`config.mk`:
```
export PLATFORM = sky130hd
export DESIGN_NAME = ultrasonic_range_frame_filter
export DESIGN_NICKNAME = d
export VERILOG_FILES = /design/src/hw/rtl/urff_pkg.sv /design/src/hw/rtl/urff_cfg.sv /design/src/hw/rtl/urff_core.sv /design/src/hw/rtl/ultrasonic_range_frame_filter.sv
export SDC_FILE = /design/constraint.sdc
export NUM_CORES = 1
export LEC_CHECK = 0
export ABC_AREA = 1
export BUFFER_PORTS_ARGS = -buffer_cell sky130_fd_sc_hd__buf_2
export CAP_MARGIN = 20
export CORE_MARGIN = 2
export CORE_UTILIZATION = 57
export CTS_CLUSTER_DIAMETER = 200
export CTS_CLUSTER_SIZE = 30
export DETAILED_ROUTE_END_ITERATION = 16
export GPL_TIMING_DRIVEN = 0
export PLACE_DENSITY = 0.78
export SLEW_MARGIN = 20
export SYNTH_ARGS = -nofsm -noshare
export SYNTH_HDL_FRONTEND = slang
export SYNTH_SLANG_ARGS = --single-unit
```
`constraint.sdc`:
```
create_clock -name clk -period 5 [get_ports clk]
set_input_delay 0.75 -clock clk [delete_from_list [all_inputs] [get_ports clk]]
set_output_delay 0.75 -clock clk [all_outputs]
set_load 0.005 [all_outputs]
```
`src/hw/rtl/urff_pkg.sv`:
```
// ============================================================================
// Ultrasonic range frame filter package
// Types, codes and constants shared by the filter modules.
// ============================================================================
package urff_pkg;

    localparam int IDX_W   = 2;
    localparam int CDATA_W = 13;
    localparam int TICK_W  = 8;
    localparam int TMO_W   = 10;
    localparam int LIMIT_W = 13;
    localparam int LIM_MM_W = 17;
    localparam int COUNT_W = 11;
    localparam int BYTE_W  = 8;
    localparam int RAW_W   = 16;
    localparam int STAT_W  = 2;
    localparam int CM_W    = 13;
    localparam int FILT_W  = 20;
    localparam int DELTA_W = 21;
    localparam int OUT_W   = 56;

    localparam logic [IDX_W-1:0] REG_TICK_PERIOD = 2'd0;
    localparam logic [IDX_W-1:0] REG_TIMEOUT     = 2'd1;
    localparam logic [IDX_W-1:0] REG_RANGE_LIMIT = 2'd2;

    localparam logic [TICK_W-1:0]   TICK_RESET  = 8'd50;
    localparam logic [TMO_W-1:0]    TMO_RESET   = 10'd200;
    localparam logic [LIM_MM_W-1:0] LIMIT_MM_RESET = 17'd5000;

    localparam logic [STAT_W-1:0] ST_NONE  = 2'd0;
    localparam logic [STAT_W-1:0] ST_VALID = 2'd1;
    localparam logic [STAT_W-1:0] ST_RANGE = 2'd2;

    localparam logic [FILT_W-1:0] FILT_MAX = 20'hFFFFF;

    // x / 10 == (x * 52429) >> 19 for every 16-bit x
    localparam logic [16:0] DIV10_MUL   = 17'd52429;
    localparam int          DIV10_SHIFT = 19;

    typedef enum logic [2:0] {
        PH_IDLE = 3'b001,
        PH_HIGH = 3'b010,
        PH_LOW  = 3'b100
    } phase_t;

    typedef struct packed {
        logic [TICK_W-1:0]   tick_period;
        logic [TMO_W-1:0]    timeout;
        logic [LIM_MM_W-1:0] limit_mm;
    } cfg_t;

    typedef struct packed {
        logic [DELTA_W-1:0] height_delta;
        logic [FILT_W-1:0]  filtered_height;
        logic [CM_W-1:0]    height_cm;
        logic [STAT_W-1:0]  status;
    } result_t;

endpackage

```
`src/hw/rtl/urff_cfg.sv`:
```
// ============================================================================
// Ultrasonic range frame filter configuration registers
// Holds tick period, timeout and the range limit scaled to millimetres.
// ============================================================================
module urff_cfg
(
    input  logic                           clk,
    input  logic                           rst_n,
    input  logic                           cfg_we,
    input  logic [urff_pkg::IDX_W-1:0]     cfg_index,
    input  logic [urff_pkg::CDATA_W-1:0]   cfg_data,
    output urff_pkg::cfg_t                 cfg
);
    import urff_pkg::*;

    logic [TICK_W-1:0]   tick_reg;
    logic [TMO_W-1:0]    tmo_reg;
    logic [LIM_MM_W-1:0] limit_mm_reg;
    logic [LIM_MM_W-1:0] limit_mm_next;

    // scale centimetres to millimetres: v * 10 = (v << 3) + (v << 1)
    assign limit_mm_next = (LIM_MM_W'(cfg_data) << 3) + (LIM_MM_W'(cfg_data) << 1);

    always_ff @(posedge clk or negedge rst_n)
    begin
        if (!rst_n)
        begin
            tick_reg     <= TICK_RESET;
            tmo_reg      <= TMO_RESET;
            limit_mm_reg <= LIMIT_MM_RESET;
        end
        else if (cfg_we)
        begin
            case (cfg_index)
                REG_TICK_PERIOD: tick_reg     <= cfg_data[TICK_W-1:0];
                REG_TIMEOUT:     tmo_reg      <= cfg_data[TMO_W-1:0];
                REG_RANGE_LIMIT: limit_mm_reg <= limit_mm_next;
                default:         tick_reg     <= tick_reg;
            endcase
        end
    end

    assign cfg.tick_period = tick_reg;
    assign cfg.timeout     = tmo_reg;
    assign cfg.limit_mm    = limit_mm_reg;

endmodule

```
`src/hw/rtl/urff_core.sv`:
```
// ============================================================================
// Ultrasonic range frame filter core
// Frame assembly, timeout, range check and half-weight filter state.
// ============================================================================
module urff_core
#(
    parameter int FRACTION_BITS = 4
)
(
    input  logic                          clk,
    input  logic                          rst_n,
    input  logic                          step,
    input  logic                          mode,
    input  logic [urff_pkg::BYTE_W-1:0]   data_byte,
    input  urff_pkg::cfg_t                cfg,
    output urff_pkg::result_t             result
);
    import urff_pkg::*;

    localparam int SHIFT_W = RAW_W + FRACTION_BITS;
    localparam int SUM_W   = ((SHIFT_W > FILT_W) ? SHIFT_W : FILT_W) + 1;
    localparam int HALF_W  = SUM_W - 1;

    phase_t              phase_reg, phase_next;
    logic [BYTE_W-1:0]   high_reg, high_next;
    logic [COUNT_W-1:0]  count_reg, count_next;
    logic [STAT_W-1:0]   status_reg, status_next;
    logic [CM_W-1:0]     cm_reg, cm_next;
    logic [FILT_W-1:0]   filt_reg, filt_next;
    logic [FILT_W-1:0]   prev_reg, prev_next;

    logic [RAW_W-1:0]    raw;
    logic [32:0]         prod;
    logic [CM_W-1:0]     quot;
    logic                in_range;
    logic [SUM_W-1:0]    sum;
    logic [HALF_W-1:0]   half;
    logic [FILT_W-1:0]   filt_sat;

    assign raw      = {high_reg, data_byte};
    assign prod     = 33'(raw) * 33'(DIV10_MUL);
    assign quot     = prod[DIV10_SHIFT +: CM_W];
    assign in_range = (LIM_MM_W'(raw) < cfg.limit_mm);
    assign sum      = (SUM_W'(raw) << FRACTION_BITS) + SUM_W'(prev_reg);
    assign half     = sum[SUM_W-1:1];
    assign filt_sat = (half > HALF_W'(FILT_MAX)) ? FILT_MAX : half[FILT_W-1:0];

    always_comb
    begin
        phase_next  = phase_reg;
        high_next   = high_reg;
        count_next  = count_reg;
        status_next = status_reg;
        cm_next     = cm_reg;
        filt_next   = filt_reg;
        prev_next   = prev_reg;
        if (!mode)
        begin
            phase_next = PH_HIGH;
            if (count_reg < COUNT_W'(cfg.timeout))
                count_next = count_reg + COUNT_W'(cfg.tick_period);
            else
                status_next = ST_NONE;
        end
        else
        begin
            case (phase_reg)
                PH_HIGH:
                begin
                    high_next  = data_byte;
                    phase_next = PH_LOW;
                end
                PH_LOW:
                begin
                    cm_next = quot;
                    if (in_range)
                    begin
                        filt_next   = filt_sat;
                        status_next = ST_VALID;
                    end
                    else
                        status_next = ST_RANGE;
                    phase_next = PH_IDLE;
                end
                default: phase_next = PH_IDLE;
            endcase
            count_next = '0;
            prev_next  = filt_next;
        end
    end

    always_ff @(posedge clk or negedge rst_n)
    begin
        if (!rst_n)
        begin
            phase_reg  <= PH_IDLE;
            high_reg   <= '0;
            count_reg  <= '0;
            status_reg <= ST_NONE;
            cm_reg     <= '0;
            filt_reg   <= '0;
            prev_reg   <= '0;
        end
        else if (step)
        begin
            phase_reg  <= phase_next;
            high_reg   <= high_next;
            count_reg  <= count_next;
            status_reg <= status_next;
            cm_reg     <= cm_next;
            filt_reg   <= filt_next;
            prev_reg   <= prev_next;
        end
    end

    assign result.status          = status_next;
    assign result.height_cm       = cm_next;
    assign result.filtered_height = filt_next;
    assign result.height_delta    = {1'b0, filt_next} - {1'b0, prev_reg};

endmodule

```
`src/hw/rtl/ultrasonic_range_frame_filter.sv`:
```
// ============================================================================
// Ultrasonic range frame filter
// Tick-driven range frame assembly with timeout and half-weight filtering.
// ============================================================================
// Input stream: one word per event. s_axis_tuser is the kind (0 tick,
// 1 sensor byte), s_axis_tdata the received byte (ignored on a tick).
// Output stream: exactly one word per input word, in order. m_axis_tuser
// is the command pulse (1 for a tick), m_axis_tdata the status, height in
// centimetres, filtered height in 1/(10*2^FRACTION_BITS) cm and its delta.
// Configuration: cfg_we writes cfg_data into register cfg_index (0 tick
// period, 1 timeout, 2 range limit); write only while idle.
// An accepted word waits in the input register until its result is registered.
// Throughput: one word per cycle while results are taken; the input register
// and the result register form a two-entry pipeline, so the input can take
// one word while a result waits. Reset clears the pipeline and all frame,
// timeout and filter state and loads the register defaults. When the
// receiver stalls, the result holds and one more word is taken into the input
// register, then s_axis_tready drops until the result is taken.
// ============================================================================
module ultrasonic_range_frame_filter
#(
    parameter int FRACTION_BITS = 4
)
(
    input  logic                          clk,
    input  logic                          rst_n,
    input  logic                          s_axis_tvalid,
    output logic                          s_axis_tready,
    input  logic [7:0]                    s_axis_tdata,  // [7:0] data_byte
    input  logic                          s_axis_tuser,  // [0] mode
    output logic                          m_axis_tvalid,
    input  logic                          m_axis_tready,
    // [1:0] status, [14:2] height_cm, [34:15] filtered_height,
    // [55:35] height_delta
    output logic [urff_pkg::OUT_W-1:0]    m_axis_tdata,
    output logic                          m_axis_tuser,  // [0] command_pulse
    input  logic                          cfg_we,
    input  logic [urff_pkg::IDX_W-1:0]    cfg_index,
    input  logic [urff_pkg::CDATA_W-1:0]  cfg_data
);
    import urff_pkg::*;

    cfg_t               cfg;
    result_t            result;
    logic               in_valid_reg;
    logic               in_mode_reg;
    logic [BYTE_W-1:0]  in_byte_reg;
    logic               out_valid_reg;
    logic               out_pulse_reg;
    result_t            out_data_reg;
    logic               advance;

    assign advance       = in_valid_reg && (!out_valid_reg || m_axis_tready);
    assign s_axis_tready = !in_valid_reg || advance;

    urff_cfg u_cfg
    (
        .clk       (clk),
        .rst_n     (rst_n),
        .cfg_we    (cfg_we),
        .cfg_index (cfg_index),
        .cfg_data  (cfg_data),
        .cfg       (cfg)
    );

    urff_core #(.FRACTION_BITS(FRACTION_BITS)) u_core
    (
        .clk       (clk),
        .rst_n     (rst_n),
        .step      (advance),
        .mode      (in_mode_reg),
        .data_byte (in_byte_reg),
        .cfg       (cfg),
        .result    (result)
    );

    always_ff @(posedge clk or negedge rst_n)
    begin
        if (!rst_n)
        begin
            in_valid_reg  <= 1'b0;
            out_valid_reg <= 1'b0;
        end
        else
        begin
            if (s_axis_tready)
                in_valid_reg <= s_axis_tvalid;
            if (advance)
                out_valid_reg <= 1'b1;
            else if (m_axis_tready)
                out_valid_reg <= 1'b0;
        end
    end

    always_ff @(posedge clk)
    begin
        if (s_axis_tvalid && s_axis_tready)
        begin
            in_mode_reg <= s_axis_tuser;
            in_byte_reg <= s_axis_tdata;
        end
        if (advance)
        begin
            out_pulse_reg <= !in_mode_reg;
            out_data_reg  <= result;
        end
    end

    assign m_axis_tvalid = out_valid_reg;
    assign m_axis_tuser  = out_pulse_reg;
    assign m_axis_tdata  = out_data_reg;

endmodule

```
; ---- After elaboration in Yosys (flattened, before gate mapping)
; Index checks and enable logic that the tools add are counted.
; W data, S select, Z words.
[op_classes]
n_reduce_logical = 16
order_cmp = 3
mul = 1
mux = 16
shift = 0
bitwise_logic = 0
addsub = 4
n_eq_ne = 4
n_div = 0
[ops]
columns = operator, n
row1 = $mux W20, 4
row2 = $mul A16 B16 Y32 const B, 1
row3 = $mux W13, 2
row4 = $mux W11, 2
row5 = $add A20 B20 Y21, 1
row6 = $sub A20 B20 Y21, 1
row7 = $gt A20 B20 Y1 const B, 1
row8 = $add A16 B14 Y17, 1
row9 = $lt A16 B17 Y1, 1
row10 = $add A11 B8 Y11, 1
row11 = $lt A11 B10 Y1, 1
row12 = $reduce_and A2 Y1, 5
row13 = $mux W2, 4
row14 = $mux W3, 2
row15 = $reduce_bool A2 Y1, 2
row16 = $eq A3 B2 Y1 const B, 1
row17 = $eq A3 B3 Y1 const B, 1
row18 = $logic_not A1 Y1, 3
row19 = $reduce_and A3 Y1, 1
row20 = $eq A2 B1 Y1 const B, 1
row21 = $eq A2 B2 Y1 const B, 1
row22 = $logic_and A1 B1 Y1, 2
row23 = $logic_not A2 Y1, 1
row24 = $logic_or A1 B1 Y1, 2
row25 = $mux W1, 2
[word_totals]
inputBits = 29
regBits = 180
output_inout_bits = 59
mem_count = 0
ram_bits = 0
romBits = 0
latch_bits = 0
wordCells = 63

; ---- Logic depth before layout (Yosys ltp)
; Gate-level depths: netlist (run 1).
[logic_depth]
ltp_word = 7
depth_mapped = 25
ltp_nobuf = 25

; ---- Cells and area by module
; A second synthesis (run 1) with hierarchy kept.
[hier_totals]
cells_unflattened = 1946
area_unflattened_um2 = 15836.4
[by_module_without_submodules]
columns = module, n_inst, cells_each, area_each_um2
row1 = urff_core, 1, 1603, 11763.8
row2 = ultrasonic_range_frame_filter, 1, 79, 2080.7
row3 = urff_cfg, 1, 264, 1991.9

; ---- Least setup slack after synthesis (run 1)
; No wires, ideal clock.
[synth_timing]
kind = reg2reg
from = reg in_byte_reg[4]
to = reg out_data_reg (netlist bit m_axis_tdata[9]) (data pin)
required_ps = 4745
stages_incl_launch_ff = 20
arrival_ps = 4871
setup_ps = 255
setup_slack_ps = -125
path_cell_list = edfxtp_1 > ha_1 > inv_1 > fa_1 > inv_1 > fa_1 > fa_1 > fa_1 > inv_1 > fa_1 > inv_1 > ha_1 > nand2_2 > nor2_2 > and2_4 > nand3_2 > or2_4 > nand3_2 > nand3_2 > and2_1
[synth_lines]
columns = item, line
row1 = start: declaration, ultrasonic_range_frame_filter.sv:47  ; logic [BYTE_W-1:0] in_byte_reg;
row2 = start signal: assignment, ultrasonic_range_frame_filter.sv:100  ; in_byte_reg <= s_axis_tdata;
row3 = end signal: assignment, ultrasonic_range_frame_filter.sv:105  ; out_data_reg <= result;
row4 = end: declaration, ultrasonic_range_frame_filter.sv:50  ; result_t out_data_reg;

==> summary.md, run 1 <==
| Metric | Value |
|---|---|
| Status | `finished, violations left` |
| Failing checks | `setup timing` |
| Clock buffer depth | `2` |
| DIE HEIGHT | `169 um` |
| Post-synthesis simple-gate area fraction | `21.4%` |
| Largest register FFs | `56` |
| Starting DRC count in detailed routing | `1052` |
| Max Clock Freq | `0.192 GHz` |
| Syn Nets | `2210` |
| Hold Vio Cnt, Final | `0` |
| Non-Filler Instances | `2397` |
| Family with the most delay on the worst path | `adder cells` |
| IO Pins | `88` |
| Fin nets | `2365` |
| Final Max Tran Viols | `0` |
| Width of the die | `169 um` |
| Pre-CTS setup slack | `-0.692 ns` |
| Fillers | `2140` |
| Xor/xnor share of the synthesized area | `1.76%` |
| Metal2 WL | `19800 um` |
| Multiplexer share of the synthesized area | `0%` |
| Reg clk slew, reported paths | `0.08 ns` |
| Pre-antenna DRT Iters | `6` |
| Slew margin rel. | `52.8%` |
| ANT nets after route | `0` |
| Initial antenna violation count | `0` |
| Critical Path End Type | `register` |
| Critical Path Fanout Max | `4` |
| CP peak stage delay | `0.55 ns` |
| Met3 WL | `2850 um` |
| Overall global routing resource usage | `29.9%` |
| Routed vias/inst | `5.53` |
| Setup Skew | `0.0151 ns` |
| RSZ-0062 raised after global routing | `true` |
| Gr ovfl total | `0` |
| Asr flop ratio synth | `63.1%` |
| WP buf/inv | `5` |
| # diodes | `0` |
| Met1 WL | `18000 um` |
| TritonCTS buffer count | `17` |
| Flops & latches, synth | `179` |
| Post-layout util | `66.3%` |
| CP arrival | `5.42 ns` |
| Dpl hpwl | `31300 um` |
| Post-synth cell types | `48` |
| Type of origin of the critical path | `register` |
| WL/cell | `17.5 um` |
| Vias | `13200` |
| Worst-Margin Slew | `0.708 ns` |
| Global-route wire length before repair | `66300 um` |
| Sequential area share after synthesis | `31.3%` |
| CP Data Required Time | `5.21 ns` |
| # port buffers | `87` |
| Crit Path Class | `reg2reg` |
| Share of cells above drive strength 1 | `16.0%` |
| Complex-gate fraction of the synthesized area | `8.36%` |
| Final min period | `5.21 ns` |
| Period utilisation layout | `104%` |
| Post-route cell area | `17800 um^2` |
| Mapped cell area | `15400 um^2` |
| Main synth FF type | `dfrtp_1` |
| Max H-tree Level | `4` |
| Synthesized netlist cell count | `1888` |
| Initial Util | `57.6%` |
| Post-synth EDFFs | `66` |
| Cells along the critical path | `buf_4 -> ha_4 -> inv_2 -> fa_1 -> inv_1 -> fa_2 -> inv_2 -> fa_1 -> fa_2 -> fa_1 -> inv_2 -> ha_4 -> nand2_4 -> nor2_4 -> and2_4 -> nand3_2 -> or2_4 -> nand3_2 -> nand3_2 -> and2_4` |
| Avg Synthesized Cell Area | `8.17 um^2` |
| Yosys top cell by area | `ha_1` |
| Sink Count | `179` |
| Area post-placement | `16400 um^2` |
| Synth top area share | `16.9%` |
| Residual DRC | `0` |
| PnR worst setup slack | `-0.207 ns` |
| Clock root cell | `clkbuf_16` |
| Max-cap check violation count | `0` |
| Worst skew pair latency | `0.45 ns` |
| Uppermost layer routed | `met4` |
| CTS tree | `done` |
| Hold crit path type | `in2async` |
| Largest net degree at the start of global routing | `67` |
| Syn. warnings | `0` |
| Core Box Area | `26800 um^2` |
| Final WL | `41900 um` |
| Largest family of logic cells by synthesized area | `adder cells` |
| Area delta synth->final | `15.2%` |
| Row count | `60` |
| Vias in the first global route | `12900` |
| Synth Area in Adders | `27.9%` |
| Top post-synthesis cells by area | `ha_1 (17%), dfrtp_1 (16%), edfxtp_1 (13%), nand2_1 (13%), fa_1 (11%)` |
| Die ar. | `28400 um^2` |
| Placed Instances | `2317` |
| Slowest-stage cell, CP | `fa_1` |
| Finish-stage setup viols | `21` |
| Gpl congestion | `1.02` |
## routing by layer
layer  track usage [%]  vias up
met5                 0        -
met4              8.73        0
met3              5.85       95
met2              49.7      502
met1              40.0     6269
li1                  -     6378
## cell families after synthesis
| family | count (synthesis) |
|---|---|
| buf+inv | 366 |
| fa+ha+maj | 293 |
| xor+xnor | 31 |
| simple gates | 783 |
| flops | 179 |
| compound gates | 236 |
## Yosys cell counts (2+ instances only)
cell      count
and2_1        8
or2_2        15
o22ai_1       4
buf_4         3
nor3b_1       2
o31ai_1       2
o21a_1        8
nand3_1     109
nand3_2       5
a211o_1       2
nand2_2      11
o21ai_1      14
buf_6         4
ha_1        208
nor2_4        2
clkbuf_1     13
nor4_1        5
nor2_1       77
xor2_1       19
nand3b_1      5
buf_2         5
o211ai_1      6
o21bai_1     10
dfstp_2      12
dfrtp_1     101
fa_1         85
inv_1       333
a21o_1        7
nor2_2        4
a21oi_1      94
nand4_1      12
xnor2_1      12
nor3_1        8
edfxtp_1     66
a31oi_1       2
o21ai_0      83
inv_2         5
nand2_1     517
## worst paths after layout
check / cells after the start / start / slack, ns / endpoint
min in group clk: 1 / s_axis_tdata[6] / 0.47 / in_byte_reg[6]
max in group asynchronous: 2 / rst_n / 4.02 / u_cfg.limit_mm_reg[3]
setup / recovery: 20 / in_byte_reg[4] / -0.21 / m_axis_tdata[9]
setup reg to reg: 20 / in_byte_reg[4] / -0.21 / m_axis_tdata[9]
hold reg to reg: 2 / u_core.cm_reg[5] / 0.48 / u_core.cm_reg[5]
hold / removal: 1 / rst_n / 0.24 / u_core.prev_reg[1]
## stage by stage
stage | setup TNS (ns) | hold slack (ns)
2_1_floorplan | 0 | 0.442
3_3_place_gp | -11.72 | 0.454
3_5_place_dp | -11.82 | 0.464
4_1_cts | -0.618 | 0.255
5_1_grt | -6.14 | 0.257
6_report | -2.07 | 0.237
## cells in the final DEF, fill, tap and decap left out, drive strengths merged, types with 6 or more instances in the layout
| cell type | synthesis | final |
|---|---|---|
| clkbuf | 14 | 31 |
| or2 | 16 | 16 |
| clkinv | 1 | 8 |
| nor2 | 83 | 83 |
| nor3 | 8 | 8 |
| dfstp | 12 | 12 |
| o21ai | 98 | 98 |
| a21o | 7 | 7 |
| nand2 | 528 | 528 |
| edfxtp | 66 | 66 |
| ha | 208 | 208 |
| and2 | 9 | 9 |
| fa | 85 | 85 |
| nand3 | 114 | 114 |
| buf | 13 | 149 |
| xor2 | 19 | 19 |
| o21a | 8 | 8 |
| nand4 | 12 | 12 |
| a21oi | 94 | 94 |
| dfrtp | 101 | 101 |
| o21bai | 10 | 10 |
| xnor2 | 12 | 12 |
| o211ai | 6 | 6 |
| inv | 338 | 345 |
## timing repair
action,4_1_cts,5_1_grt
gates cloned,0,0
endpoints found under the setup margin,26,26
endpoints found under the hold margin,0,0
setup buffers,37,11
pin swaps,43,38
hold buffers,0,0
resized for setup,69,39
## layout make-up
| cell class | instances | area [um^2] | share of cell area (%) |
|---|---|---|---|
| repair buffers | 136 | 848 | 4.77 |
| well taps | 341 | 427 | 2.40 |
| multi-input cells | 1343 | 9610 | 54.0 |
| flip-flops and latches | 179 | 4830 | 27.2 |
| clock inverters | 15 | 205 | 1.15 |
| inverters | 339 | 1270 | 7.16 |
| plain buffers | 27 | 159 | 0.894 |
| clock buffers | 17 | 425 | 2.39 |
Power of run 1 is not shown: default switching activity piles up to over one toggle a cycle in this logic, so the estimate is an artifact.
==> run 2: changes to the inputs <==
CORE_MARGIN = not set   (was 2)
CORE_UTILIZATION = 65   (was 57)
PLACE_DENSITY = 0.84   (was 0.78)
clock period = 6.4 ns   (was 5 ns; I/O delays follow)
==> run 2 against run 1 <==
The run now ends clean. Design area fell by 5.0%. Maximum frequency shrank 12%. Sequential cell count stayed put. Worst hold slack better by 0.23 ns. Sequential share of layout area is 1.4 points higher. Die area down 14%. First-iteration DRC count down 4.4%. Cell count fell by 2.9%. Worst setup slack better by 0.71 ns. Core utilization increased by 5.9 points. Via count down 1.9%.
==> summary.md, run 2 (synthesis results as in run 1) <==
| Metric | Value |
|---|---|
| Cells along the critical path | `ha_1 -> inv_1 -> fa_1 -> inv_1 -> fa_1 -> fa_1 -> fa_1 -> inv_1 -> fa_1 -> inv_1 -> ha_1 -> a21oi_1 -> o21bai_1 -> nand2_1 -> nand3b_1 -> nor2_1 -> nand2_2 -> nand2_2 -> nand3_2 -> and2_1` |
| IO Pins | `88 (unchanged)` |
| CTS hold repair buffers | `0 (unchanged)` |
| Post_cts resized | `0 (-100%)` |
| Final min period | `5.90 ns (+0.692 ns)` |
| Residual DRC | `0 (unchanged)` |
| Gr ovfl total | `0 (unchanged)` |
| Reg-to-reg endpoint | `m_axis_tdata[9]` |
| Clock root cell | `clkbuf_16` |
| Worst skew pair latency | `0.44 ns (about the same)` |
| WL/cell | `16.6 um (-5.3%)` |
| Slowest-stage cell, CP | `edfxtp_1` |
| CP arrival | `6.10 ns (+0.68 ns)` |
| Critical Path Fanout Max | `8 (+4)` |
| CP peak stage delay | `0.65 ns (+0.10 ns)` |
| Die ar. | `24400 um^2 (-14%)` |
| Hold Vio Cnt, Final | `0 (unchanged)` |
| DIE HEIGHT | `156 um (-7.4%)` |
| Type of origin of the critical path | `register` |
| Max H-tree Level | `4 (unchanged)` |
| Routed vias/inst | `5.58 (+1.0%)` |
| Global-route wire length before repair | `63000 um (-4.9%)` |
| Final Max Tran Viols | `0 (unchanged)` |
| Critical Path End Type | `register` |
| # diodes | `0 (unchanged)` |
| Row count | `56 (-6.7%)` |
| CP most frequent cell | `fa_1` |
| Share of cells above drive strength 1 | `9.46% (-6.5 points)` |
| Max-cap check violation count | `0 (unchanged)` |
| Initial Util | `65.9% (+8.4 points)` |
| Fin Setup TNS | `0 ns (+2.07 ns)` |
| Setup Skew | `0.0182 ns (+0.00305 ns)` |
| Worst r2r path cells | `20 (unchanged)` |
| Width of the die | `156 um (-7.4%)` |
| Worst-Margin Slew | `0.651 ns (-0.0575 ns)` |
| Fin nets | `2317 (-2.0%)` |
| Area delta synth->final | `9.50%` |
| Initial antenna violation count | `1 (+1)` |
| Starting DRC count in detailed routing | `1006 (-4.4%)` |
| Max Clock Freq | `0.170 GHz (-12%)` |
| Finish-stage setup viols | `0 (-100%)` |
| Largest register FFs | `56 (unchanged)` |
| Pre-antenna DRT Iters | `6 (unchanged)` |
| CTS tree | `done` |
| CP Data Required Time | `6.60 ns (+1.39 ns)` |
| Vias | `13000 (-1.9%)` |
| Largest net degree at the start of global routing | `72 (+7.5%)` |
| Slew margin rel. | `56.6% (+3.8 points)` |
| Reg clk slew, reported paths | `0.08 ns (about the same)` |
| Post-CTS setup buffer count | `0 (-100%)` |
| # port buffers | `87 (unchanged)` |
| Core Box Area | `23400 um^2 (-13%)` |
| Vias in the first global route | `12500 (-3.6%)` |
| Sink Count | `179 (unchanged)` |
| TritonCTS buffer count | `17 (unchanged)` |
| Crit Path Class | `reg2reg` |
| Overall global routing resource usage | `33.4% (+3.5 points)` |
| Slack of the worst reg-to-reg path | `0.50 ns (+0.71 ns)` |
| Dpl hpwl | `30500 um (-2.4%)` |
| Hold crit path type | `in2async` |
| Clock buffer depth | `2 (unchanged)` |
| Commonest non-fill, non-tap cells in the layout | `nand2_1 (517), inv_1 (333), ha_1 (208)` |
| Status | `completed` |
| Most common cell after layout, fill and taps aside | `nand2_1` |
| RSZ-0062 raised after global routing | `false` |
| Reg2reg start | `in_byte_reg[4]` |
| Period utilisation layout | `92.2% (-12 points)` |
| Gpl congestion | `0.971 (-4.4%)` |
| ANT nets after route | `0 (unchanged)` |
| Final WL | `38600 um (-8.0%)` |
==> run 2: cell types whose count changed in the layout (fill, tap and decap cells not counted), sizes merged <==
cell,change
clkbuf,+2
buf,-48
bufinv,-1
clkinv,-1
==> run 2: area by class of cell <==
| cell class | count | area [um^2] |
|---|---|---|
| plain buffers | 27 | 159 |
| fillers | 1852 | 6510 |
| clock buffers | 19 | 464 |
| well taps | 319 | 399 |
| clock inverters | 13 | 133 |
| inverters | 339 | 1270 |
| flip-flops and latches | 179 | 4820 |
| repair buffers | 88 | 469 |
| multi-input cells | 1343 | 9170 |
==> run 2: critical path, delay by kind of cell, from the launching register on <==
family / cells / cell delay [ns]
compound gates: 2 / 0.43
fa+ha+maj: 7 / 3.55
buf+inv: 4 / 0.26
flops: 1 / 0.65
simple gates: 7 / 0.77
==> run 2: worst max-delay path by stage <==
| stage | to | slack (ns) | start |
|---|---|---|---|
| 5_1_grt | m_axis_tdata[11] | 0.23 | in_byte_reg[4] |
| 3_5_place_dp | m_axis_tdata[7] | 0.57 | in_byte_reg[5] |
| 6_report | m_axis_tdata[9] | 0.50 | in_byte_reg[4] |
| 3_3_place_gp | m_axis_tdata[7] | 0.61 | in_byte_reg[4] |
| 4_1_cts | m_axis_tdata[7] | 0.56 | in_byte_reg[4] |
| 2_1_floorplan | m_axis_tdata[9] | 1.27 | in_byte_reg[4] |
==> run 2: routing by layer <==
layer / GRT usage (%) / vias to the layer above / wire [um]
met5: 0 / - / 12
met4: 8.50 / 2 / 722
li1: - / 6285 / -
met3: 5.83 / 71 / 3130
met2: 52.3 / 547 / 17400
met1: 48.1 / 6082 / 17300
==> run 2: metrics by stage <==
step	utilization [%]	hold slack [ns]	instance area [um^2]	instances	setup WS (ns)
floorplan	-	0.442	15400	1888	1.27
global placement	69.5	0.454	16300	2294	0.613
detailed placement	69.6	0.458	16300	2295	0.568
CTS	72.2	0.456	16900	2327	0.564
global route	72.2	0.493	16900	2327	0.226
finish	72.2	0.464	16900	2327	0.502
Power of run 2 is left out for the same reason.
